[src/rgbhsv_pkg.sv]
// Shared types, constants and the divider step function of the pixel converter.
`default_nettype none

package rgbhsv_pkg;

  // Quotient width of both dividers; one quotient bit is resolved per pipeline stage.
  localparam int unsigned QuotBits = 8;
  localparam int unsigned QuotIdxW = $clog2(QuotBits);

  // Luma weights in 16-bit fixed point; they sum to exactly 65536.
  localparam logic [12:0] WeightB = 13'd7471;
  localparam logic [15:0] WeightG = 16'd38470;
  localparam logic [14:0] WeightR = 15'd19595;

  // Work carried through the divider pipeline for one beat.
  typedef struct packed {
    logic        mode;
    logic [7:0]  gray;
    logic [7:0]  max_val;
    logic        hue_zero;
    logic        sat_zero;
    logic [16:0] hue_rem;
    logic [8:0]  hue_div;
    logic [7:0]  hue_quot;
    logic [15:0] sat_rem;
    logic [7:0]  sat_div;
    logic [7:0]  sat_quot;
  } rgbhsv_div_t;

  // One restoring division step for both dividers at quotient bit idx.
  function automatic rgbhsv_div_t div_step(input rgbhsv_div_t s,
                                           input logic [QuotIdxW-1:0] idx);
    rgbhsv_div_t o;
    logic [16:0] hue_sh;
    logic [15:0] sat_sh;
    o      = s;
    hue_sh = 17'(s.hue_div) << idx;
    sat_sh = 16'(s.sat_div) << idx;
    if (s.hue_rem >= hue_sh) begin
      o.hue_rem       = s.hue_rem - hue_sh;
      o.hue_quot[idx] = 1'b1;
    end
    if (s.sat_rem >= sat_sh) begin
      o.sat_rem       = s.sat_rem - sat_sh;
      o.sat_quot[idx] = 1'b1;
    end
    return o;
  endfunction

endpackage

`default_nettype wire

[src/rgbhsv_divider.sv]
// Pipelined restoring divider for hue and saturation, one quotient bit per stage.
`default_nettype none

module rgbhsv_divider (
  input  logic                     clk_i,
  input  logic                     rst_ni,
  input  logic                     in_valid_i,
  output logic                     in_ready_o,
  input  rgbhsv_pkg::rgbhsv_div_t  in_data_i,
  output logic                     out_valid_o,
  input  logic                     out_stall_i,
  output rgbhsv_pkg::rgbhsv_div_t  out_data_o
);
  import rgbhsv_pkg::*;

  logic [QuotBits-1:0] valid_q;
  rgbhsv_div_t         data_q  [QuotBits];
  rgbhsv_div_t         stage_in[QuotBits];
  logic [QuotBits-1:0] stage_vin;
  logic [QuotBits:0]   ready;

  // The ready chain is resolved from the output end back to the input.
  always_comb begin
    ready[QuotBits] = !out_stall_i;
    for (int j = QuotBits - 1; j >= 0; j--) begin
      ready[j] = !valid_q[j] || ready[j+1];
      if (j == 0) begin
        stage_in[j]  = in_data_i;
        stage_vin[j] = in_valid_i;
      end else begin
        stage_in[j]  = data_q[j-1];
        stage_vin[j] = valid_q[j-1];
      end
    end
  end

  always_ff @(posedge clk_i or negedge rst_ni) begin
    if (!rst_ni) begin
      valid_q <= '0;
    end else begin
      for (int j = 0; j < QuotBits; j++) begin
        if (ready[j]) begin
          valid_q[j] <= stage_vin[j];
        end
      end
    end
  end

  // Stage j resolves quotient bit QuotBits-1-j, most significant first.
  always_ff @(posedge clk_i) begin
    for (int j = 0; j < QuotBits; j++) begin
      if (ready[j] && stage_vin[j]) begin
        data_q[j] <= div_step(stage_in[j], QuotIdxW'(QuotBits - 1 - j));
      end
    end
  end

  assign in_ready_o  = ready[0];
  assign out_valid_o = valid_q[QuotBits-1];
  assign out_data_o  = data_q[QuotBits-1];

endmodule

`default_nettype wire

[src/rgb_to_gray_or_hsv_pixel.sv]
// Top level of the BGR pixel converter to grayscale or HSV.
//
// Input channel: one BGR pixel per beat on blue_i, green_i and red_i, taken at a
// rising edge with in_valid_i high and in_stall_o low. Output channel: one
// converted pixel per beat, taken at a rising edge with out_valid_o high and
// out_stall_i low. The mode register (cfg_we_i, cfg_data_i) selects gray (0) or
// HSV (1); write it only while no pixel is in flight.
// From input beat to output valid, two stages find the
// channel maximum, the gray products and the hue numerator, then eight stages
// each resolve one quotient bit of the hue and saturation divisions.
// Throughput is one pixel per cycle while the receiver does not stall. When the receiver stalls, the pipeline
// keeps advancing into empty stages and only stops a stage whose successor is
// full, so bubbles are squeezed out and no beat is lost or repeated.
// Reset clears all stage valid bits and sets the mode to gray.
`default_nettype none

module rgb_to_gray_or_hsv_pixel (
  input  logic       clk_i,
  input  logic       rst_ni,
  input  logic       cfg_we_i,
  input  logic       cfg_data_i,
  input  logic       in_valid_i,
  output logic       in_stall_o,
  input  logic [7:0] blue_i,
  input  logic [7:0] green_i,
  input  logic [7:0] red_i,
  output logic       out_valid_o,
  input  logic       out_stall_i,
  output logic [7:0] gray_or_hue_o,
  output logic [7:0] saturation_o,
  output logic [7:0] brightness_o
);
  import rgbhsv_pkg::*;

  logic mode_q;

  // Stage 1: channel extremes, winner of the maximum, luma products.
  logic        s1_valid_q;
  logic        s1_mode_q;
  logic [7:0]  s1_b_q, s1_g_q, s1_r_q;
  logic [7:0]  s1_max_q, s1_min_q;
  logic        s1_rmax_q, s1_gmax_q;
  logic [20:0] s1_pb_q;
  logic [23:0] s1_pg_q;
  logic [22:0] s1_pr_q;
  logic [7:0]  max_d, min_d;

  // Stage 2: dividends and divisors ready for the divider.
  logic        s2_valid_q;
  rgbhsv_div_t s2_q, s2_d;
  logic [7:0]  diff;
  logic [16:0] hue_num;
  logic [23:0] gray_sum;

  logic        s1_ready, s2_ready, div_ready;
  rgbhsv_div_t div_out;

  always_ff @(posedge clk_i or negedge rst_ni) begin
    if (!rst_ni) begin
      mode_q <= 1'b0;
    end else if (cfg_we_i) begin
      mode_q <= cfg_data_i;
    end
  end

  assign s2_ready   = !s2_valid_q || div_ready;
  assign s1_ready   = !s1_valid_q || s2_ready;
  assign in_stall_o = !s1_ready;

  always_comb begin
    max_d = red_i;
    if (green_i > max_d) max_d = green_i;
    if (blue_i > max_d) max_d = blue_i;
    min_d = red_i;
    if (green_i < min_d) min_d = green_i;
    if (blue_i < min_d) min_d = blue_i;
  end

  always_ff @(posedge clk_i or negedge rst_ni) begin
    if (!rst_ni) begin
      s1_valid_q <= 1'b0;
      s2_valid_q <= 1'b0;
    end else begin
      if (s1_ready) begin
        s1_valid_q <= in_valid_i;
      end
      if (s2_ready) begin
        s2_valid_q <= s1_valid_q;
      end
    end
  end

  always_ff @(posedge clk_i) begin
    if (s1_ready && in_valid_i) begin
      s1_mode_q <= mode_q;
      s1_b_q    <= blue_i;
      s1_g_q    <= green_i;
      s1_r_q    <= red_i;
      s1_max_q  <= max_d;
      s1_min_q  <= min_d;
      s1_rmax_q <= (red_i == max_d);
      s1_gmax_q <= (green_i == max_d);
      s1_pb_q   <= 21'(WeightB) * 21'(blue_i);
      s1_pg_q   <= 24'(WeightG) * 24'(green_i);
      s1_pr_q   <= 23'(WeightR) * 23'(red_i);
    end
  end

  // Hue numerator in degree units scaled by diff; the division by 2*diff gives the hue in two-degree units.
  always_comb begin
    diff     = s1_max_q - s1_min_q;
    gray_sum = 24'(s1_pb_q) + s1_pg_q + 24'(s1_pr_q);
    if (s1_rmax_q) begin
      if (s1_g_q >= s1_b_q) begin
        hue_num = 17'd60 * 17'(s1_g_q - s1_b_q);
      end else begin
        hue_num = 17'd360 * 17'(diff) - 17'd60 * 17'(s1_b_q - s1_g_q);
      end
    end else if (s1_gmax_q) begin
      hue_num = 17'd120 * 17'(diff) + 17'd60 * 17'(s1_b_q) - 17'd60 * 17'(s1_r_q);
    end else begin
      hue_num = 17'd240 * 17'(diff) + 17'd60 * 17'(s1_r_q) - 17'd60 * 17'(s1_g_q);
    end

    s2_d          = '0;
    s2_d.mode     = s1_mode_q;
    s2_d.gray     = gray_sum[23:16];
    s2_d.max_val  = s1_max_q;
    s2_d.hue_zero = (diff == 8'd0);
    s2_d.sat_zero = (s1_max_q == 8'd0);
    s2_d.hue_rem  = hue_num;
    s2_d.hue_div  = {diff, 1'b0};
    s2_d.sat_rem  = {diff, 8'd0} - 16'(diff);
    s2_d.sat_div  = s1_max_q;
  end

  always_ff @(posedge clk_i) begin
    if (s2_ready && s1_valid_q) begin
      s2_q <= s2_d;
    end
  end

  rgbhsv_divider u_divider (
    .clk_i       (clk_i),
    .rst_ni      (rst_ni),
    .in_valid_i  (s2_valid_q),
    .in_ready_o  (div_ready),
    .in_data_i   (s2_q),
    .out_valid_o (out_valid_o),
    .out_stall_i (out_stall_i),
    .out_data_o  (div_out)
  );

  // A gray or black pixel divides by zero; those quotients are forced to zero.
  always_comb begin
    if (div_out.mode) begin
      gray_or_hue_o = div_out.hue_zero ? 8'd0 : div_out.hue_quot;
      saturation_o  = div_out.sat_zero ? 8'd0 : div_out.sat_quot;
      brightness_o  = div_out.max_val;
    end else begin
      gray_or_hue_o = div_out.gray;
      saturation_o  = 8'd0;
      brightness_o  = 8'd0;
    end
  end

endmodule

`default_nettype wire

[config.mk]
export PLATFORM = sky130hd
export DESIGN_NAME = rgb_to_gray_or_hsv_pixel
export DESIGN_NICKNAME = d
export VERILOG_FILES = /design/src/rgbhsv_pkg.sv /design/src/rgbhsv_divider.sv /design/src/rgb_to_gray_or_hsv_pixel.sv
export SDC_FILE = /design/constraint.sdc
export NUM_CORES = 2
export LEC_CHECK = 0
export ABC_CLOCK_PERIOD_IN_PS = 10150
export CELL_PAD_IN_SITES_DETAIL_PLACEMENT = 1
export CELL_PAD_IN_SITES_GLOBAL_PLACEMENT = 1
export CORE_ASPECT_RATIO = 2
export CORE_UTILIZATION = 50
export DETAILED_ROUTE_END_ITERATION = 10
export DONT_BUFFER_PORTS = 1
export PLACE_DENSITY_LB_ADDON = 0.25
export REMOVE_ABC_BUFFERS = 1
export SKIP_CTS_REPAIR_TIMING = 1
export SLEW_MARGIN = 20
export SYNTH_ARGS = -nofsm -noshare
export SYNTH_HDL_FRONTEND = slang
export SYNTH_HIERARCHICAL = 1
export SYNTH_SLANG_ARGS = --single-unit
[constraint.sdc]
create_clock -name clk_i -period 10.15 [get_ports clk_i]
set_clock_uncertainty 0.2 [all_clocks]
set_input_delay 0.5075 -clock clk_i [delete_from_list [all_inputs] [get_ports clk_i]]
set_output_delay 0.5075 -clock clk_i [all_outputs]
set_load 0.03 [all_outputs]
Yosys cells after proc, flatten, opt, wreduce, memory -nomap -nowiden
Memory sizes are Yosys's and may differ from the RTL's.
Cells that the tools add are included.
{ "op_classes": {"n_addsub": 27, "reduce_logical": 34, "muxes": 92, "n_mul": 11, "n_eq_ne": 2, "magnitude_cmp": 21} }
{ "op_table": {"columns": ["op", "count"], "rows": [
  ["17-bit two-way mux", 19],
  ["16-bit two-way mux", 16],
  ["8-bit two-way mux", 9],
  ["4-bit by 8-bit multiplier with 12-bit output (first input constant)", 5],
  ["1-bit two-way mux", 48],
  ["15-bit by 8-bit multiplier with 23-bit output (first input constant)", 2],
  ["4-bit by 17-bit multiplier with 15-bit output (first input constant)", 2],
  ["17-bit by 14-bit subtractor with 17-bit output", 2],
  ["16-bit by 8-bit subtractor with 16-bit output", 2],
  ["21-bit by 24-bit adder with 24-bit output", 1],
  ["24-bit by 23-bit adder with 24-bit output", 1],
  ["13-bit by 8-bit multiplier with 21-bit output (first input constant)", 1],
  ["8-bit by 8-bit subtractor with 9-bit output", 2],
  ["16-bit by 14-bit adder with 17-bit output", 1],
  ["17-bit by 10-bit greater-or-equal comparator with 1-bit output", 1],
  ["17-bit by 11-bit greater-or-equal comparator with 1-bit output", 1],
  ["17-bit by 12-bit greater-or-equal comparator with 1-bit output", 1],
  ["17-bit by 13-bit greater-or-equal comparator with 1-bit output", 1],
  ["17-bit by 14-bit greater-or-equal comparator with 1-bit output", 1],
  ["17-bit by 15-bit greater-or-equal comparator with 1-bit output", 1],
  ["17-bit by 16-bit greater-or-equal comparator with 1-bit output", 1],
  ["17-bit by 9-bit greater-or-equal comparator with 1-bit output", 1],
  ["16-bit by 14-bit subtractor with 17-bit output", 1],
  ["17-bit by 10-bit subtractor with 17-bit output", 1],
  ["other kinds (33)", 66]
]} }
{ "totals": {"ramBits": 680, "n_memories": 1, "inputBits": 30, "output_inout_bits": 26, "ff_bits": 181, "word_cells": 218} }
{ "memory_table": {"columns": ["name", "words", "word_bits", "rd", "rd_ports_with_merged_regs", "wr", "line", "source"], "rows": [
  ["u_divider.data_q", 8, 85, 8, 0, 8, "rgbhsv_divider.sv:17", "rgbhsv_div_t data_q [QuotBits];"]
]} }

Depth between registers and ports, before layout
{ "logic_depth": {"depth_word": 12, "ltp_mapped": 29} }

By module
Netlist, hierarchy kept.
{ "modules_own_cells": {"columns": ["mod", "area_per_inst_um2", "cells_per_inst", "n_inst"], "rows": [
  ["rgbhsv_divider", 30939.7, 2212, 1],
  ["rgb_to_gray_or_hsv_pixel", 22695.5, 2299, 1]
]} }

Worst setup path before layout
OpenSTA, ideal clock, no wires.
{ "synth_path": {"path_kind": "input to register", "from": "input port out_stall_i", "to": "memory u_divider/data_q[1][255] in the netlist's numbering (enable)", "arrival_ns": 6.680, "setup_slack_ns": 2.612, "required_ns": 9.293, "cell_stages": 1, "path_cell_list": "a21boi_0"} }
{ "synth_rtl": {"columns": ["element", "line", "source"], "rows": [
  ["from (decl)", "rgb_to_gray_or_hsv_pixel.sv:28", "input logic out_stall_i,"],
  ["to (decl)", "rgbhsv_divider.sv:17", null]
]} }

Worst setup path in the final report
{ "layout_path": {"from": "register s1_max_q[1]", "to": "register s2_q[63] in the netlist's numbering, data pin"} }
{ "layout_between": {"elab_chain_len": 6, "word_cells_on_any_way": 12, "cone_classes": "add/sub: 6; mul: 3; mux: 3"} }
{ "layout_lines": {"columns": ["element", "line", "source"], "rows": [
  ["from (decl)", "rgb_to_gray_or_hsv_pixel.sv:41", "logic [7:0] s1_max_q, s1_min_q;"],
  ["from (signal assigned)", "rgb_to_gray_or_hsv_pixel.sv:99", "s1_max_q <= max_d;"],
  ["8-bit subtractor (*)", "rgb_to_gray_or_hsv_pixel.sv:111", "diff = s1_max_q - s1_min_q;"],
  ["4-bit by 8-bit multiplier with 12-bit output", "rgb_to_gray_or_hsv_pixel.sv:120, rgb_to_gray_or_hsv_pixel.sv:122", null],
  ["16-bit by 14-bit adder with 17-bit output or 15-bit by 14-bit adder with 16-bit output (tied branches)", "rgb_to_gray_or_hsv_pixel.sv:122, rgb_to_gray_or_hsv_pixel.sv:120", null],
  ["17-bit by 14-bit subtractor with 17-bit output or 16-bit by 14-bit subtractor with 17-bit output (tied branches)", "rgb_to_gray_or_hsv_pixel.sv:122, rgb_to_gray_or_hsv_pixel.sv:120", null],
  ["17-bit two-way mux", "rgb_to_gray_or_hsv_pixel.sv:119", "end else if (s1_gmax_q) begin"],
  ["17-bit two-way mux (*)", "rgb_to_gray_or_hsv_pixel.sv:113", "if (s1_rmax_q) begin"],
  ["via hue_num[14]", "rgb_to_gray_or_hsv_pixel.sv:52", "logic [16:0] hue_num;"],
  ["to (signal assigned)", "rgb_to_gray_or_hsv_pixel.sv:139", "s2_q <= s2_d;"],
  ["to (decl)", "rgb_to_gray_or_hsv_pixel.sv:50", "rgbhsv_div_t s2_q, s2_d;"]
]} }
Mark *: on every way through the listed nets, which the timed path passes. The rest lies on a longest branch.
A chain may end at the register's enable or synchronous reset.

==> results.md <==
- Detailed-route via count: 33000
- Worst endpoint data arrival time: 7.53 ns
- Initial antenna violation count: 3
- Setup crit start kind: flop
- Crit-path leading delay family: compound AO/OA/AOI/OAI gates
- Setup-failing EPs final: 0
- Core area: 101000 µm²
- Critical-path top delay cell: a21oi_1
- Status: finished, violations left
- Critical Path, Cell by Cell: ha_1, nor2b_4, o31a_1, a21oi_1, xnor2_1, xnor2_1, fa_1, inv_1, ha_1, nand3_1, o211ai_1, nor2_1, xor2_1, fa_1, inv_1, ha_1, o21a_1, o21a_1, o21a_1, nor2_1, o21bai_1, xor2_1, a221oi_1, o311a_1
- Num CTS Buffers: 74
- IO buf count: 0
- Synthesized area per cell: 11.9 µm²
- Grt ovf: 0
- Worst r2r src: s1_max_q[1]
- Slew HR: 0.229
- Largest net degree at the start of global routing: 67
- Hold WC Path Type: in -> reg
- Initial core utilization: 0.504
- Failing checks: hold timing
- Slew @ Worst Pin: 1.15 ns
- Clock Latency Late Sink: 0.69 ns
- Syn-to-layout area delta: 8.52%
- Tmin final: 7.20 ns
- First-pass GRT wire length: 205000 µm
- First DRT Iteration DRCs: 1307
- Number of H-tree levels: 3
- Vias in the first global route: 37400
- RSZ-0062 raised after global routing: false
- Vias per cell: 5.72
- Clk sinks: 805
- Post-DP HPWL: 107000 µm
- Mapped Area: 51000 µm²
- Most frequent cells in the layout: edfxtp_1, inv_1, ha_1
- Final-stage net count: 5136
- F_max: 0.139 GHz
- Die height: 454 µm
- DR pass1 iterations: 7
- Critical Path RT: 10.48 ns
- Hold Startpoint: red_i[4]
- Final ANT Viol Nets: 0
- TritonCTS clock tree: done
- Worst-path clk slew: 0.07 ns
- Crit-path max cell delay: 0.80 ns
- Drt drc: 0
- Die X: 228 µm
- WHS: -0.0334 ns
- Routability Congestion: 0.972
- CTS Buffer Depth: 3
- Share of cells above drive strength 1: 0.0579
- Worst Setup SP: s1_max_q[1]
- Most common cell after layout, fill and taps aside: edfxtp_1
- CP Max Fanout: 11
- Fin. Hold Viols: 3
- Maxcap violations: 0
- Crit end category: flop
- Cells after Synth: 4294
- GRT Overall Usage: 0.262
- Row cnt: 165
- Root Buffer: clkbuf_16
- Critical path type: reg -> reg
- Die area: 103000 µm²
- Fill cells: 10400
- Worst Path Buf+Inv: 2
- Period utilization: 0.709
- Max Slew Vio Count: 0
- Setup TNS: 0 ns
- Io pins: 56
- Wirelength, routed: 134000 µm
- DR WL/cell: 23.3 µm
- Synth warn: 6
-- final cells by class --
class	instances	area [µm²]	area share
Inverter	547	2060	0.0372
Multi-Input combinational cell	2881	24500	0.443
Sequential cell	805	24100	0.436
Clock buffer	94	2020	0.0365
Antenna cell	2	5.00	0.0000904
Tap cell	1336	1670	0.0302
Clock inverter	42	489	0.00884
Timing Repair Buffer	52	465	0.00841
-- per-layer routing --
layer | track usage | up-vias | share of wire | wire, µm
met4 | 0.239 | 2 | 0.11 | 15000
met3 | 0.0368 | 448 | 0.031 | 4110
met2 | 0.544 | 620 | 0.58 | 77800
met1 | 0.196 | 16400 | 0.28 | 37600
li1 | - | 15400 | - | -
met5 | 0 | - | 0.00010 | 14
-- final timing paths --
kind,slack (ns),cells past startpoint,to
worst max-delay path,2.95,24,s2_q[63]
worst min register to register,0.21,0,u_divider/data_q[0][332]
min in group asynchronous,0.08,1,u_divider/valid_q[4]
max in group asynchronous,9.30,1,u_divider/valid_q[0]
worst max register to register,2.95,24,s2_q[63]
worst min-delay path,-0.03,2,s1_rmax_q
-- state kept, by name (all words and copies together) (netlist names), 8 cells and up --
name / flops
u_divider/data_q: 630
s1_pr_q: 22
s1_max_q: 8
s1_min_q: 8
u_divider/valid_q: 8
s1_g_q: 8
s1_pg_q: 22
s1_pb_q: 20
s1_b_q: 8
s2_q: 57
s1_r_q: 8
-- through the flow --
stage | std cells | util | worst slack [ns] | hold WS (ns) | area [µm²]
2_1_floorplan | 4233 | - | 3.96 | 0.0119 | 50600
3_3_place_gp | 5591 | 0.519 | 3.17 | 0.0122 | 52500
3_5_place_dp | 5591 | 0.519 | 3.09 | 0.0122 | 52500
4_1_cts | 5727 | 0.544 | 3.04 | -0.716 | 55000
5_1_grt | 5759 | 0.547 | 2.58 | 0.00450 | 55300
6_report | 5759 | 0.547 | 2.95 | -0.0334 | 55300
Power is not shown: default switching activity piles up to over one toggle a cycle in this logic, so the estimate is an artifact.
